File: src/rtl/core/psrf_pkg.sv
`default_nettype none

package psrf_pkg;

    // Longest run tracked, in characters or pairs
    localparam int RUN_CAP     = 1023;
    localparam int LEN_W       = $clog2(RUN_CAP + 1);
    localparam int MIN_CHARS   = 4;
    localparam int MAX_CHARS   = 500;
    localparam int LIMIT_W     = 20;
    localparam int LIMIT_RESET = 500000;
    localparam int OFFSET_W    = 32;
    localparam int COUNT_W     = 9;

    // Result queue
    localparam int Q_DEPTH = 4;
    localparam int Q_AW    = $clog2(Q_DEPTH);
    localparam int Q_CW    = $clog2(Q_DEPTH + 1);

    typedef logic [LEN_W-1:0]    len_t;
    typedef logic [LEN_W+2:0]    ratio_t;
    typedef logic [OFFSET_W-1:0] offset_t;
    typedef logic [LIMIT_W-1:0]  limit_t;

    typedef enum logic
    {
        RUN_ASCII = 1'b0,
        RUN_WIDE  = 1'b1
    } run_kind_t;

    typedef struct packed
    {
        run_kind_t            kind;
        offset_t              start;
        logic [COUNT_W-1:0]   count;
        logic                 eob;
    } result_t;

    // Printable ASCII: space up to tilde
    function automatic logic is_printable(input logic [7:0] b);
        return (b >= 8'd32) && (b < 8'd127);
    endfunction

    // Letters, digits and . _ - / : @ #
    function automatic logic is_good(input logic [7:0] b);
        logic alpha_up;
        logic alpha_lo;
        logic digit;
        logic punct;
        alpha_up = (b >= 8'h41) && (b <= 8'h5A);
        alpha_lo = (b >= 8'h61) && (b <= 8'h7A);
        digit    = (b >= 8'h30) && (b <= 8'h39);
        punct    = (b == 8'h2E) || (b == 8'h5F) || (b == 8'h2D) || (b == 8'h2F) ||
                   (b == 8'h3A) || (b == 8'h40) || (b == 8'h23);
        return alpha_up || alpha_lo || digit || punct;
    endfunction

    // Length window and good*5 > len*4
    function automatic logic run_qualifies(input len_t len, input len_t good);
        ratio_t g5;
        ratio_t l4;
        g5 = ratio_t'(good) * ratio_t'(5);
        l4 = ratio_t'(len) * ratio_t'(4);
        return (len >= len_t'(MIN_CHARS)) && (len <= len_t'(MAX_CHARS)) && (g5 > l4);
    endfunction

endpackage

`default_nettype wire

File: src/rtl/core/printable_string_run_finder.sv
`default_nettype none

// Channel   Dir  Handshake            Payload
// in        in   in_valid/in_stall    byte_value, last_byte
// out       out  out_valid/out_stall  run_kind, start_offset, char_count, end_of_burst
// cfg       in   cfg_valid/cfg_ready  cfg_data (found_limit)
//
// One byte is taken per cycle; the run counters update in the accept cycle and
// each byte pushes zero, one or two items into a four-entry result queue.
// Results drain one per cycle; in_stall rises while fewer than two queue slots
// are free, so sustained rate is one byte per cycle unless results back up.
// rst_n clears all but queue storage asynchronously; found_limit resets to 500000.
// cfg_ready is always high; a write takes effect at the next edge.
module printable_string_run_finder
    import psrf_pkg::*;
(
    input  wire logic                 clk,
    input  wire logic                 rst_n,
    input  wire logic                 in_valid,
    output logic                      in_stall,
    input  wire logic [7:0]           byte_value,
    input  wire logic                 last_byte,
    output logic                      out_valid,
    input  wire logic                 out_stall,
    output logic                      run_kind,
    output logic [OFFSET_W-1:0]       start_offset,
    output logic [COUNT_W-1:0]        char_count,
    output logic                      end_of_burst,
    input  wire logic                 cfg_valid,
    output logic                      cfg_ready,
    input  wire logic [LIMIT_W-1:0]   cfg_data
);

    // Scan state
    limit_t   limit_reg;
    offset_t  pos_reg,        pos_next;
    logic     a_active_reg,   a_active_next;
    offset_t  a_start_reg,    a_start_next;
    len_t     a_len_reg,      a_len_next;
    len_t     a_good_reg,     a_good_next;
    logic [7:0] low_reg,      low_next;
    offset_t  w_start_reg,    w_start_next;
    len_t     w_pairs_reg,    w_pairs_next;
    len_t     w_good_reg,     w_good_next;
    logic     w_skip_reg,     w_skip_next;
    limit_t   found_reg,      found_next;

    // Result queue
    result_t          q_mem [Q_DEPTH];
    logic [Q_AW-1:0]  q_wr_reg;
    logic [Q_AW-1:0]  q_rd_reg;
    logic [Q_CW-1:0]  q_cnt_reg;

    logic     in_take;
    logic     out_take;
    logic     b_print;
    logic     b_good;
    logic     low_print;
    logic     low_good;
    logic     a_fire;
    logic     w_cand;
    logic     w_fire;
    offset_t  w_rep_start;
    len_t     w_rep_len;
    len_t     w_rep_good;
    offset_t  w_span;
    limit_t   found_mid;
    result_t  a_item;
    result_t  w_item;
    logic [1:0] push_n;

    assign in_take   = in_valid && !in_stall;
    assign out_take  = out_valid && !out_stall;
    assign in_stall  = q_cnt_reg > Q_CW'(Q_DEPTH - 2);
    assign cfg_ready = 1'b1;

    assign b_print   = is_printable(byte_value);
    assign b_good    = is_good(byte_value);
    assign low_print = is_printable(low_reg);
    assign low_good  = is_good(low_reg);

    // Advance the ASCII and UTF-16 run trackers for one byte
    always_comb
    begin
        a_active_next = a_active_reg;
        a_start_next  = a_start_reg;
        a_len_next    = a_len_reg;
        a_good_next   = a_good_reg;
        low_next      = low_reg;
        w_start_next  = w_start_reg;
        w_pairs_next  = w_pairs_reg;
        w_good_next   = w_good_reg;
        w_skip_next   = w_skip_reg;
        a_fire        = 1'b0;
        w_cand        = 1'b0;
        w_rep_start   = w_start_reg;
        w_rep_len     = w_pairs_reg;
        w_rep_good    = w_good_reg;

        // ASCII run
        if (b_print)
        begin
            if (!a_active_reg)
            begin
                a_active_next = 1'b1;
                a_start_next  = pos_reg;
                a_len_next    = len_t'(1);
                a_good_next   = len_t'(b_good);
            end
            else if (a_len_reg < len_t'(RUN_CAP))
            begin
                a_len_next  = a_len_reg + len_t'(1);
                a_good_next = a_good_reg + len_t'(b_good);
            end
        end
        else
        begin
            a_fire        = a_active_reg && run_qualifies(a_len_reg, a_good_reg) &&
                            (found_reg < limit_reg);
            a_active_next = 1'b0;
            a_len_next    = '0;
            a_good_next   = '0;
        end

        // UTF-16LE run, judged on the high byte of each pair
        if (!pos_reg[0])
        begin
            low_next = byte_value;
        end
        else if (w_skip_reg)
        begin
            w_skip_next = 1'b0;
        end
        else if (low_print && (byte_value == 8'h00))
        begin
            if (w_pairs_reg == '0)
            begin
                w_start_next = pos_reg - offset_t'(1);
                w_pairs_next = len_t'(1);
                w_good_next  = len_t'(low_good);
            end
            else
            begin
                w_pairs_next = w_pairs_reg + len_t'(1);
                w_good_next  = w_good_reg + len_t'(low_good);
            end
            if (w_pairs_next >= len_t'(RUN_CAP))
            begin
                w_pairs_next = '0;
                w_good_next  = '0;
                w_skip_next  = 1'b1;
            end
        end
        else
        begin
            w_cand       = w_pairs_reg >= len_t'(MIN_CHARS);
            w_pairs_next = '0;
            w_good_next  = '0;
        end

        // Wide run still open at end of file
        w_span = pos_reg + offset_t'(1) - w_start_next;
        if (last_byte && (w_pairs_next >= len_t'(MIN_CHARS)) && (w_span > offset_t'(8)))
        begin
            w_cand      = 1'b1;
            w_rep_start = w_start_next;
            w_rep_len   = w_pairs_next;
            w_rep_good  = w_good_next;
        end

        found_mid = found_reg + limit_t'(a_fire);
        w_fire    = w_cand && run_qualifies(w_rep_len, w_rep_good) && (found_mid < limit_reg);

        if (last_byte)
        begin
            pos_next      = '0;
            found_next    = '0;
            a_active_next = 1'b0;
            a_start_next  = '0;
            a_len_next    = '0;
            a_good_next   = '0;
            low_next      = '0;
            w_start_next  = '0;
            w_pairs_next  = '0;
            w_good_next   = '0;
            w_skip_next   = 1'b0;
        end
        else
        begin
            pos_next   = pos_reg + offset_t'(1);
            found_next = found_mid + limit_t'(w_fire);
        end
    end

    // Build the result items
    always_comb
    begin
        a_item.kind  = RUN_ASCII;
        a_item.start = a_start_reg;
        a_item.count = a_len_reg[COUNT_W-1:0];
        a_item.eob   = !w_fire;
        w_item.kind  = RUN_WIDE;
        w_item.start = w_rep_start;
        w_item.count = w_rep_len[COUNT_W-1:0];
        w_item.eob   = 1'b1;
        push_n       = {1'b0, a_fire} + {1'b0, w_fire};
    end

    // Hold scan state
    always_ff @(posedge clk or negedge rst_n)
    begin
        if (!rst_n)
        begin
            limit_reg    <= limit_t'(LIMIT_RESET);
            pos_reg      <= '0;
            a_active_reg <= 1'b0;
            a_start_reg  <= '0;
            a_len_reg    <= '0;
            a_good_reg   <= '0;
            low_reg      <= '0;
            w_start_reg  <= '0;
            w_pairs_reg  <= '0;
            w_good_reg   <= '0;
            w_skip_reg   <= 1'b0;
            found_reg    <= '0;
        end
        else
        begin
            if (cfg_valid && cfg_ready)
            begin
                limit_reg <= cfg_data;
            end
            if (in_take)
            begin
                pos_reg      <= pos_next;
                a_active_reg <= a_active_next;
                a_start_reg  <= a_start_next;
                a_len_reg    <= a_len_next;
                a_good_reg   <= a_good_next;
                low_reg      <= low_next;
                w_start_reg  <= w_start_next;
                w_pairs_reg  <= w_pairs_next;
                w_good_reg   <= w_good_next;
                w_skip_reg   <= w_skip_next;
                found_reg    <= found_next;
            end
        end
    end

    // Write up to two items into the queue
    always_ff @(posedge clk)
    begin
        if (in_take)
        begin
            if (a_fire)
            begin
                q_mem[q_wr_reg] <= a_item;
                if (w_fire)
                begin
                    q_mem[q_wr_reg + Q_AW'(1)] <= w_item;
                end
            end
            else if (w_fire)
            begin
                q_mem[q_wr_reg] <= w_item;
            end
        end
    end

    // Advance queue pointers and fill count
    always_ff @(posedge clk or negedge rst_n)
    begin
        if (!rst_n)
        begin
            q_wr_reg  <= '0;
            q_rd_reg  <= '0;
            q_cnt_reg <= '0;
        end
        else
        begin
            if (in_take)
            begin
                q_wr_reg <= q_wr_reg + Q_AW'(push_n);
            end
            if (out_take)
            begin
                q_rd_reg <= q_rd_reg + Q_AW'(1);
            end
            q_cnt_reg <= q_cnt_reg + (in_take ? Q_CW'(push_n) : Q_CW'(0))
                         - Q_CW'(out_take);
        end
    end

    // Drive the head of the queue
    assign out_valid    = q_cnt_reg != '0;
    assign run_kind     = q_mem[q_rd_reg].kind;
    assign start_offset = q_mem[q_rd_reg].start;
    assign char_count   = q_mem[q_rd_reg].count;
    assign end_of_burst = q_mem[q_rd_reg].eob;

endmodule

`default_nettype wire

File: config.mk
export PLATFORM = sky130hd
export DESIGN_NAME = printable_string_run_finder
export DESIGN_NICKNAME = d
export VERILOG_FILES = /design/src/rtl/core/psrf_pkg.sv /design/src/rtl/core/printable_string_run_finder.sv
export SDC_FILE = /design/constraint.sdc
export NUM_CORES = 1
export LEC_CHECK = 0
export ABC_AREA = 1
export ABC_CLOCK_PERIOD_IN_PS = 8800
export BUFFER_PORTS_ARGS = -buffer_cell sky130_fd_sc_hd__clkbuf_2
export CELL_PAD_IN_SITES_DETAIL_PLACEMENT = 0
export CELL_PAD_IN_SITES_GLOBAL_PLACEMENT = 1
export CORE_ASPECT_RATIO = 0.9
export CORE_MARGIN = 3
export CORE_UTILIZATION = 43
export CTS_CLUSTER_SIZE = 8
export DETAILED_ROUTE_END_ITERATION = 6
export PLACE_DENSITY = 0.77
export SLEW_MARGIN = 20
export SYNTH_ARGS = -nofsm -noshare
export SYNTH_HDL_FRONTEND = slang
export SYNTH_SLANG_ARGS = --single-unit
File: constraint.sdc
create_clock -name clk -period 8.8 [get_ports clk]
set_input_delay 0.44 -clock clk [delete_from_list [all_inputs] [get_ports clk]]
set_output_delay 0.44 -clock clk [all_outputs]
set_load 0.05 [all_outputs]
[Yosys cells after proc, flatten, opt, wreduce, memory -nomap -nowiden]
Memories as Yosys holds them, arrays and structs flattened.
Cells that the tools add are included.
Operators by class
  $mul: 2
  reductions and logical operators: 51
  magnitude comparators: 30
  mux-type cells: 62
  equal/unequal tests: 17
  add/sub/neg operators: 15
  bitwise gates (word level): 1
Operators with widths (number)
  32-bit 2-to-1 mux: 10
  10-bit 2-to-1 mux: 25
  8-bit by 6-bit equality test with 1-bit output, second input constant: 10
  43-bit 2-to-1 mux: 1
  20-bit by 1-bit adder with 20-bit output: 2
  10-bit by 3-bit greater-or-equal comparator with 1-bit output, second input constant: 4
  20-bit < comparator: 2
  32-bit by 1-bit adder with 32-bit output, second input constant: 1
  8-bit by 7-bit equality test with 1-bit output, second input constant: 4
  8-bit by 6-bit greater-or-equal comparator with 1-bit output, second input constant: 4
  8-bit by 7-bit greater-or-equal comparator with 1-bit output, second input constant: 4
  32-bit by 4-bit greater-than comparator with 1-bit output, second input constant: 1
  8-bit by 7-bit <= comparator with 1-bit output, second input constant: 4
  32-bit by 1-bit subtractor with 32-bit output, second input constant: 1
  32-bit subtractor: 1
  13-bit by 12-bit greater-than comparator with 1-bit output: 2
  10-bit by 3-bit multiplier with 13-bit output, second input constant: 2
  1-bit 2-to-1 mux: 22
  1-bit logical AND: 21
  10-bit by 1-bit adder with 10-bit output: 2
  10-bit by 1-bit adder with 10-bit output, second input constant: 2
  10-bit by 9-bit <= comparator with 1-bit output, second input constant: 2
  20-bit 2-to-1 mux: 1
  1-bit logical OR: 18
  other kinds (22): 32
Storage, ports and cells
  register bits after elaboration: 193
  bits in writable memories: 172
  output and inout bits: 46
  memories kept: 1
Memory list
  q_mem: depth 4, width 43, rd ports 1, clocked after Yosys merged registers in 0, write ports 2, line printable_string_run_finder.sv:49  | result_t q_mem [Q_DEPTH];

[Depth between registers and ports, before layout]
Gate-level depths: netlist of the first run.
  depth after elaboration: 25
  depth in mapped cells: 72
  gate-level depth less buffers: 70

[Worst setup path after synthesis of the first run]
OpenSTA, ideal clock, no wires.
  path type: reg2reg
  start point: register pos_reg[0]
  end point: memory q_mem[3][10] in the netlist's numbering, enable pin
  data required time: 8257 ps
  data arrival time: 8832 ps
  cell stages (with the launch flop): 51
  path slack: -576 ps
  path buffers: 3
  cell sequence: dfrtp_1 > inv_2 > ha_1 > nand3_1 > nor3_1 > nand3_1 > nor3_1 > nand4_1 > nor4_2 > nand4_1 > xor2_1 > o21ai_1 > ha_1 > inv_1 > nor3_1 > nand2_1 > or2_2 > nand4_1 > (+15 left out) > nor2_1 > o21ai_0 > nand2_1 > xnor2_1 > inv_1 > ha_1 > nand2_1 > nor4_1 > nand3_1 > nand2_1 > nand2_1 > and3_1 > ha_1 > nand2_1 > clkbuf_1 > o21ai_1 > nand3_1 > nand2_1
RTL lines
  from (decl): line printable_string_run_finder.sv:36  | offset_t pos_reg, pos_next;
  from (signal assigned): line printable_string_run_finder.sv:235  | pos_reg <= pos_next;
  to (decl): line printable_string_run_finder.sv:49

[Worst setup path in the final report of the first run]
  start point: register pos_reg[0]
  end point: register found_reg[8]
On the way
  longest elaborated chain between the ends: 16
  elaborated cells between the ends (all ways): 27
  those cells by class: add/sub: 4; mul: 1; order compare: 5; mux: 11; reduce/logical: 6
Ends and longest elaborated chain
  32-bit by 1-bit subtractor with 32-bit output: line printable_string_run_finder.sv:138  | w_start_next = pos_reg - offset_t'(1);
  32-bit 2-to-1 mux: line printable_string_run_finder.sv:136  | if (w_pairs_reg == '0)
  32-bit 2-to-1 mux: line printable_string_run_finder.sv:134  | else if (low_print && (byte_value == 8'h00))
  32-bit 2-to-1 mux: line printable_string_run_finder.sv:130  | else if (w_skip_reg)
  32-bit 2-to-1 mux: line printable_string_run_finder.sv:126  | if (!pos_reg[0])
  32-bit subtractor: line printable_string_run_finder.sv:162  | w_span = pos_reg + offset_t'(1) - w_start_next;
  32-bit by 4-bit greater-than comparator with 1-bit output: line printable_string_run_finder.sv:163  | if (last_byte && (w_pairs_next >= len_t'(MIN_CHARS)) && (w_span > offset_t'(8)))
  1-bit logical AND: line printable_string_run_finder.sv:163
  10-bit 2-to-1 mux: line printable_string_run_finder.sv:163
  10-bit by 3-bit multiplier with 13-bit output (tied with other cells): line psrf_pkg.sv:62  | g5 = ratio_t'(good) * ratio_t'(5);
  13-bit by 12-bit greater-than comparator with 1-bit output / 1-bit logical AND (equally long branches): line psrf_pkg.sv:64  | return (len >= len_t'(MIN_CHARS)) && (len <= len_t'(MAX_CHARS)) && (g5 > l4);
  1-bit logical AND: line psrf_pkg.sv:64
  1-bit logical AND (*) (2 in series): line printable_string_run_finder.sv:172  | w_fire = w_cand && run_qualifies(w_rep_len, w_rep_good) && (found_mid < limit_reg);
  20-bit by 1-bit adder with 20-bit output (*): line printable_string_run_finder.sv:191  | found_next = found_mid + limit_t'(w_fire);
  20-bit 2-to-1 mux (*): line printable_string_run_finder.sv:174  | if (last_byte)
  to (signal assigned): line printable_string_run_finder.sv:245  | found_reg <= found_next;
  to (decl): line printable_string_run_finder.sv:46  | limit_t found_reg, found_next;
Mark *: on every way between the ends. The rest lies on a longest branch, timed or not.
A chain may end at the register's enable or synchronous reset.

==> results_dict.tcl, run 1 <==
set metrics [dict create \
    status "finished with violations" \
    die_area_sq_um 57320 \
    crit_slowest_cell "dfrtp_1" \
    wl_per_cell_um 19.41 \
    grt_first_pass_wirelength_um 122400 \
    cpMostUsedCell "buf_4" \
    wl_um 82370 \
    p_per_area_nw_per_um2 324.9 \
    cts_buffers 51 \
    mostFrequentLayoutCells "524 x buf_4, 398 x nand2_1, 345 x inv_1" \
    hold_path.startpoint "cfg_data[5]" \
    cts_tree "built" \
    root_buffer "clkbuf_16" \
    h-tree-depth 2 \
    report.final.slew_viol_count 0 \
    hold_ws_ns 0.04264 \
    worst_slew_pin_slew_ns 0.9258 \
    sw_frac_of_total_pct 46.63 \
    grt_use_met2_pct 42.48 \
    dp_hpwl_um 54800 \
    coreArea_sq_um 53450 \
    clk_path_buf_depth 3 \
    ant_nets 0 \
    die_h_um 227.4 \
    period_needed_ns 9.246 \
    num_rows 80 \
    drive_gt1_share_pct 28.35 \
    synth_top_area_share_pct 21.02 \
    maxCapViolations 0 \
    power_frac_clock_pct 17.8 \
    finalCritPeriodShare_pct 105.1 \
    synth_edf_count 164 \
    violations "negative setup slack" \
    rsz0062_at_grt "yes" \
    ys_async_sr_fraction_pct 52.88 \
    largest_reg_flops 172 \
    dp_worst_setup_slack_ns -0.9767 \
    yosysTopAreaCell "edfxtp_1" \
    grt_pass1_vias 22716 \
    die_x_um 252.0 \
    ys_seq_area_share_pct 42.36 \
    slowest_delay_ns 0.34 \
    gp_congestion 0.9464 \
    synth_area_sq_um 23430 \
    clock_latency_ns 0.62 \
    synth_flop_cell "dfrtp_1" \
    fillers 4582 \
    grtUsageMet3_pct 5.506 \
    grt_usage_pct 26.75 \
    skew_ns 0.03957 \
    end_kind "register" \
    netlist_top_cells_area "edfxtp_1 21%, dfrtp_1 20%, o22ai_1 7.8%" \
    first_pass_iters 6 \
    yosys.cell_types.count 67 \
    cp-start-kind "register" \
    grt_max_degree 87 \
    drc_errors 0 \
    p_leak_nw 14.52 \
    ir_drop_uv 190.9 \
    crit_start "pos_reg[0]" \
    yosys_register_bits 365 \
    avgSynthCellArea_sq_um 8.072 \
    cts_sinks 365 \
    vias 24000 \
    initial_core_util_pct 43.83 \
    antenna_found_initial 1 \
    p_int_w 0.005619 \
    grt.overflow.total 0 \
    finalPower_w 0.01053 \
    path_max_fanout 6 \
    synthToLayoutAreaGrowth_pct 38.30 \
    worstPathRequired_ns 9.31 \
    yosys_warnings 0 \
    critPathArrivalTime_ns 9.76 \
    io_buffers 78 \
    synth_fp_nets 3082 \
    top_usage_layer "met2" \
    seqPwrFrac_pct 20.8 \
    fin_nets 3690 \
    crit_type "reg2reg" \
    setup_slack_ns -0.4461 \
    min_path_type "in2reg" \
    fmax_mhz 108.2 \
    slew_headroom_pct 38.28 \
    gr-usage-met1_pct 37.78 \
    reg2reg_from "pos_reg[0]" \
    drt_iter0_drc 2439 \
    regMostFlops "q_mem" \
    timing_hold_violations_final 0 \
    setup_viol 300 \
    netSwitchingPower_w 0.004908 \
    comb_power_share_pct 61.4 \
    pin_count 80 \
    viasPerCell 5.656 \
    setup-tns-final_ns -26.40 \
    synth_cells 2902 \
    final_common_cell "buf_4" \
    clkTransAtPathRegs_ns 0.06 \
]
-- cells by family (layout without fill, tap and decap cells) --
kind of cell,after synthesis,count (layout),share of synthesized area (%)
other,1,2,0.01601
xor gates and xnor gates,91,91,3.402
AOI/OAI and AO/OA,786,786,19.25
DFF,365,365,42.36
and+or+nand+nor,1007,1008,18.80
buffers and inverters,506,1148,8.252
adders and majority gates,146,146,7.926
-- layer usage --
metal / routed length [um] / share of wire [%]
met3: 7230 / 8.8
met2: 37240 / 45
met5: 0 / 0
met1: 35980 / 44
met4: 1914 / 2.3
-- power by group through the flow --
stage | logic (W) | registers (W) | clock network (W)
final | 0.00646 | 0.00219 | 0.00187
after floorplan | 0.00356 | 0.00216 | 0
after global routing | 0.00707 | 0.00222 | 0.00197
after detailed placement | 0.00597 | 0.00220 | 0
after global placement | 0.00590 | 0.00219 | 0
after CTS | 0.00620 | 0.00217 | 0.00189
-- synthesized netlist by cell type (all sizes together), types with 37 or more instances --
master	count
ha	142
a21oi	101
dfrtp	186
edfxtp	164
o22ai	292
nand3	140
nor3	51
inv	380
nand2	447
o21ai	322
nor2	298
nand4	37
clkbuf	111
xor2	81
-- metrics by stage --
stage	utilization [%]	cells	instance area, sq um
finish	60.61	4243	32400
global route	60.61	4242	32390
CTS	57.64	4190	30810
detailed placement	52.22	3991	27910
global placement	52.22	3991	27910
floorplan	-	2902	23530
-- critical path: cells and delay by family (launching register included) --
family | cells | cell delay [ns]
adders and majority gates | 6 | 1.27
buffers and inverters | 21 | 2.38
DFF | 1 | 0.34
and+or+nand+nor | 31 | 4.18
AOI/OAI and AO/OA | 6 | 0.68
xor gates and xnor gates | 2 | 0.32
-- area by class of cell --
cell class / instances / area [sq um] / area share [%]
clock inverter: 3 / 90.09 / 0.2781
inverter: 382 / 1439 / 4.441
clock buffer: 85 / 1404 / 4.333
timing repair buffer: 678 / 5788 / 17.87
sequential: 365 / 9925 / 30.63
antenna: 1 / 2.502 / 0.007724
tap: 697 / 872.1 / 2.692
multi-input combinational: 2032 / 12880 / 39.75
-- worst paths after layout --
path | end | slack, ns | cells after the start
max | found_reg[8] | -0.45 | 66
min | limit_reg[5] | 0.04 | 3
max reg2reg | found_reg[8] | -0.45 | 66
min reg2reg | q_mem[2][42] | 0.48 | 2
max in group asynchronous | q_rd_reg[0] | 6.98 | 3
min in group asynchronous | a_start_reg[17] | 0.42 | 2
-- what timing repair did --
action	4_1_cts	5_1_grt
gates resized for setup	128	176
endpoints found under the setup margin	355	358
buffers inserted	110	26
hold endpoints to repair	69	0
hold buffers	1	0
pin swaps	84	70
cloned	1	26
No activity file was read; power rests on OpenSTA's default activity.
==> run 2, diff against run 1 <==
--- a/config.mk
+++ b/config.mk
@@ -13,9 +13,11 @@
 export CORE_ASPECT_RATIO = 0.9
 export CORE_MARGIN = 3
 export CORE_UTILIZATION = 43
+export CTS_BUF_LIST = sky130_fd_sc_hd__clkbuf_16
 export CTS_CLUSTER_SIZE = 8
 export DETAILED_ROUTE_END_ITERATION = 6
 export PLACE_DENSITY = 0.77
+export REMOVE_ABC_BUFFERS = 1
 export SLEW_MARGIN = 20
 export SYNTH_ARGS = -nofsm -noshare
 export SYNTH_HDL_FRONTEND = slang
==> run 2 against run 1 <==
Effect of this change:
- the flow still finishes with violations (negative setup slack)
- total power is 4.0% higher
- global-route usage is 0.67 points higher
- cell area is 1.0% higher
- largest cell class unchanged
- cell count is 0.40% lower
- sequential power hardly changed
- first-iteration DRC count is 4.1% lower
- combinational power is 7.1% higher
- critical path type unchanged
==> results_dict.tcl, run 2 (synthesized netlist as in run 1, its figures left out) <==
set metrics [dict create \
    r2r_cells 66 \
    coreArea_sq_um 53450 \
    cts_tree "built" \
    grt.overflow.total 0 \
    report.final.slew_viol_count 0 \
    p_per_area_nw_per_um2 334.4 \
    cts_buffers 51 \
    p_leak_nw 14.70 \
    cp-start-kind "register" \
    clkTransAtPathRegs_ns 0.05 \
    ant_nets 0 \
    wl_met3_um 7816 \
    worst_slew_pin_slew_ns 1.093 \
    drive_gt1_share_pct 29.90 \
    finalPower_w 0.01095 \
    regMostFlops "q_mem" \
    antenna_found_initial 0 \
    drt_iter0_drc 2339 \
    hold_ws_ns 0.04550 \
    vias 24130 \
    worstPathRequired_ns 9.11 \
    crit_type "reg2reg" \
    ir_drop_uv 216.1 \
    final_common_cell "buf_4" \
    dp_hpwl_um 55140 \
    io_buffers 78 \
    clock_latency_ns 0.60 \
    cpMostUsedCell "buf_4" \
    die_h_um 227.4 \
    fillers 4553 \
    status "finished with violations" \
    pin_count 80 \
    largest_reg_flops 172 \
    period_needed_ns 9.285 \
    gp_congestion 0.9489 \
    diodes 0 \
    drc_errors 0 \
    fmax_mhz 107.7 \
    grt_first_pass_wirelength_um 125100 \
    hold_depth 3 \
    rsz0062_at_grt "yes" \
    wl_um 87420 \
    mostFrequentLayoutCells "501 x buf_4, 388 x nand2_1, 379 x inv_1" \
    slowest_delay_ns 0.38 \
    fin_nets 3670 \
    skew_ns 0.02070 \
    h-tree-depth 2 \
    critPathArrivalTime_ns 9.59 \
    min_path_type "in2reg" \
    reg2reg_slack_ns -0.48 \
    wl_met1_um 37950 \
    first_pass_iters 6 \
    wl_met2_um 38930 \
    violations "negative setup slack" \
    die_area_sq_um 57320 \
    setup_viol 339 \
    wl_per_cell_um 20.69 \
    highest_layer "met4" \
    crit_slowest_cell "dfrtp_1" \
    slew_headroom_pct 26.85 \
    initial_core_util_pct 43.83 \
    timing_hold_violations_final 0 \
    maxCapViolations 0 \
    die_x_um 252.0 \
    clk_path_buf_depth 3 \
    synthToLayoutAreaGrowth_pct 39.74 \
    finalCritPeriodShare_pct 105.5 \
    setup_slack_ns -0.4850 \
    grt_max_degree 88 \
    cts_sinks 365 \
    grt_usage_pct 27.42 \
    path_max_fanout 7 \
    root_buffer "clkbuf_16" \
    num_rows 80 \
    grt_pass1_vias 22959 \
    setup-tns-final_ns -104.62 \
    viasPerCell 5.710 \
    end_kind "register" \
]
## run 2: cell count changes in the layout (fill, tap and decap cells not counted), moves of 12 or more
cell / previous run / this run
inv_1: 345 / 379
o22ai_1: 279 / 256
buf_4: 524 / 501
clkbuf_1: 34 / 0
nor2_1: 261 / 248
o22ai_4: 0 / 12
## run 2: layout make-up
type                    count  area [sq um]  share of cell area [%]
clock inverters            40         167.7                  0.5122
multi-input cells        2033         13390                   40.90
flip-flops and latches    365          9927                   30.32
repair buffers            657          5633                   17.21
well taps                 697         872.1                   2.664
inverters                 382          1446                   4.418
clock buffers              52          1301                   3.975
## run 2: path summary, 6_finish.rpt
path                         startpoint               to
min in group asynchronous         rst_n       low_reg[7]
setup / recovery             pos_reg[0]     q_mem[3][40]
hold / removal              cfg_data[9]     limit_reg[9]
hold reg to reg            q_mem[2][42]     q_mem[2][42]
max in group asynchronous         rst_n  a_start_reg[25]
setup reg to reg             pos_reg[0]     q_mem[3][40]
## run 2: timing repair
| action | CTS | global route |
|---|---|---|
| setup endpoints to repair | 357 | 361 |
| setup buffers | 69 | 45 |
| hold buffers | 1 | 0 |
| hold endpoints to repair | 79 | 0 |
| gates cloned | 1 | 25 |
| pin swaps | 66 | 101 |
| gates resized for setup | 113 | 327 |
## run 2: power by group
group          total, W  switching (W)  internal (W)
Combinational   0.00692        0.00421       0.00271
Clock           0.00183       0.000777       0.00105
Sequential      0.00220       0.000192       0.00201
## run 2: per-stage QoR
stage                     area, sq um  utilization (%)  worst slack (ns)  cells
after floorplan                 22930                -            -2.426   2778
after global placement          27850            52.10           -0.8765   4001
after detailed placement        27850            52.10           -0.9968   4001
after CTS                       30350            56.79           -0.4527   4164
after global routing            32740            61.25           -0.9674   4226
final                           32740            61.25           -0.4850   4226
## run 2: per-layer routing
layer | GRT usage [%] | up-vias
li1 | - | 11288
met1 | 38.81 | 11564
met2 | 44.22 | 1097
met3 | 3.987 | 181
met4 | 7.515 | 0
met5 | 0 | -
## run 2: critical path: cells and delay by family, from the launching register on
kind / cells / cell delay [ns]
buffers and inverters: 29 / 3.51
and+or+nand+nor: 25 / 2.93
xor gates and xnor gates: 2 / 0.31
DFF: 1 / 0.38
AOI/OAI and AO/OA: 4 / 0.38
adders and majority gates: 6 / 1.45
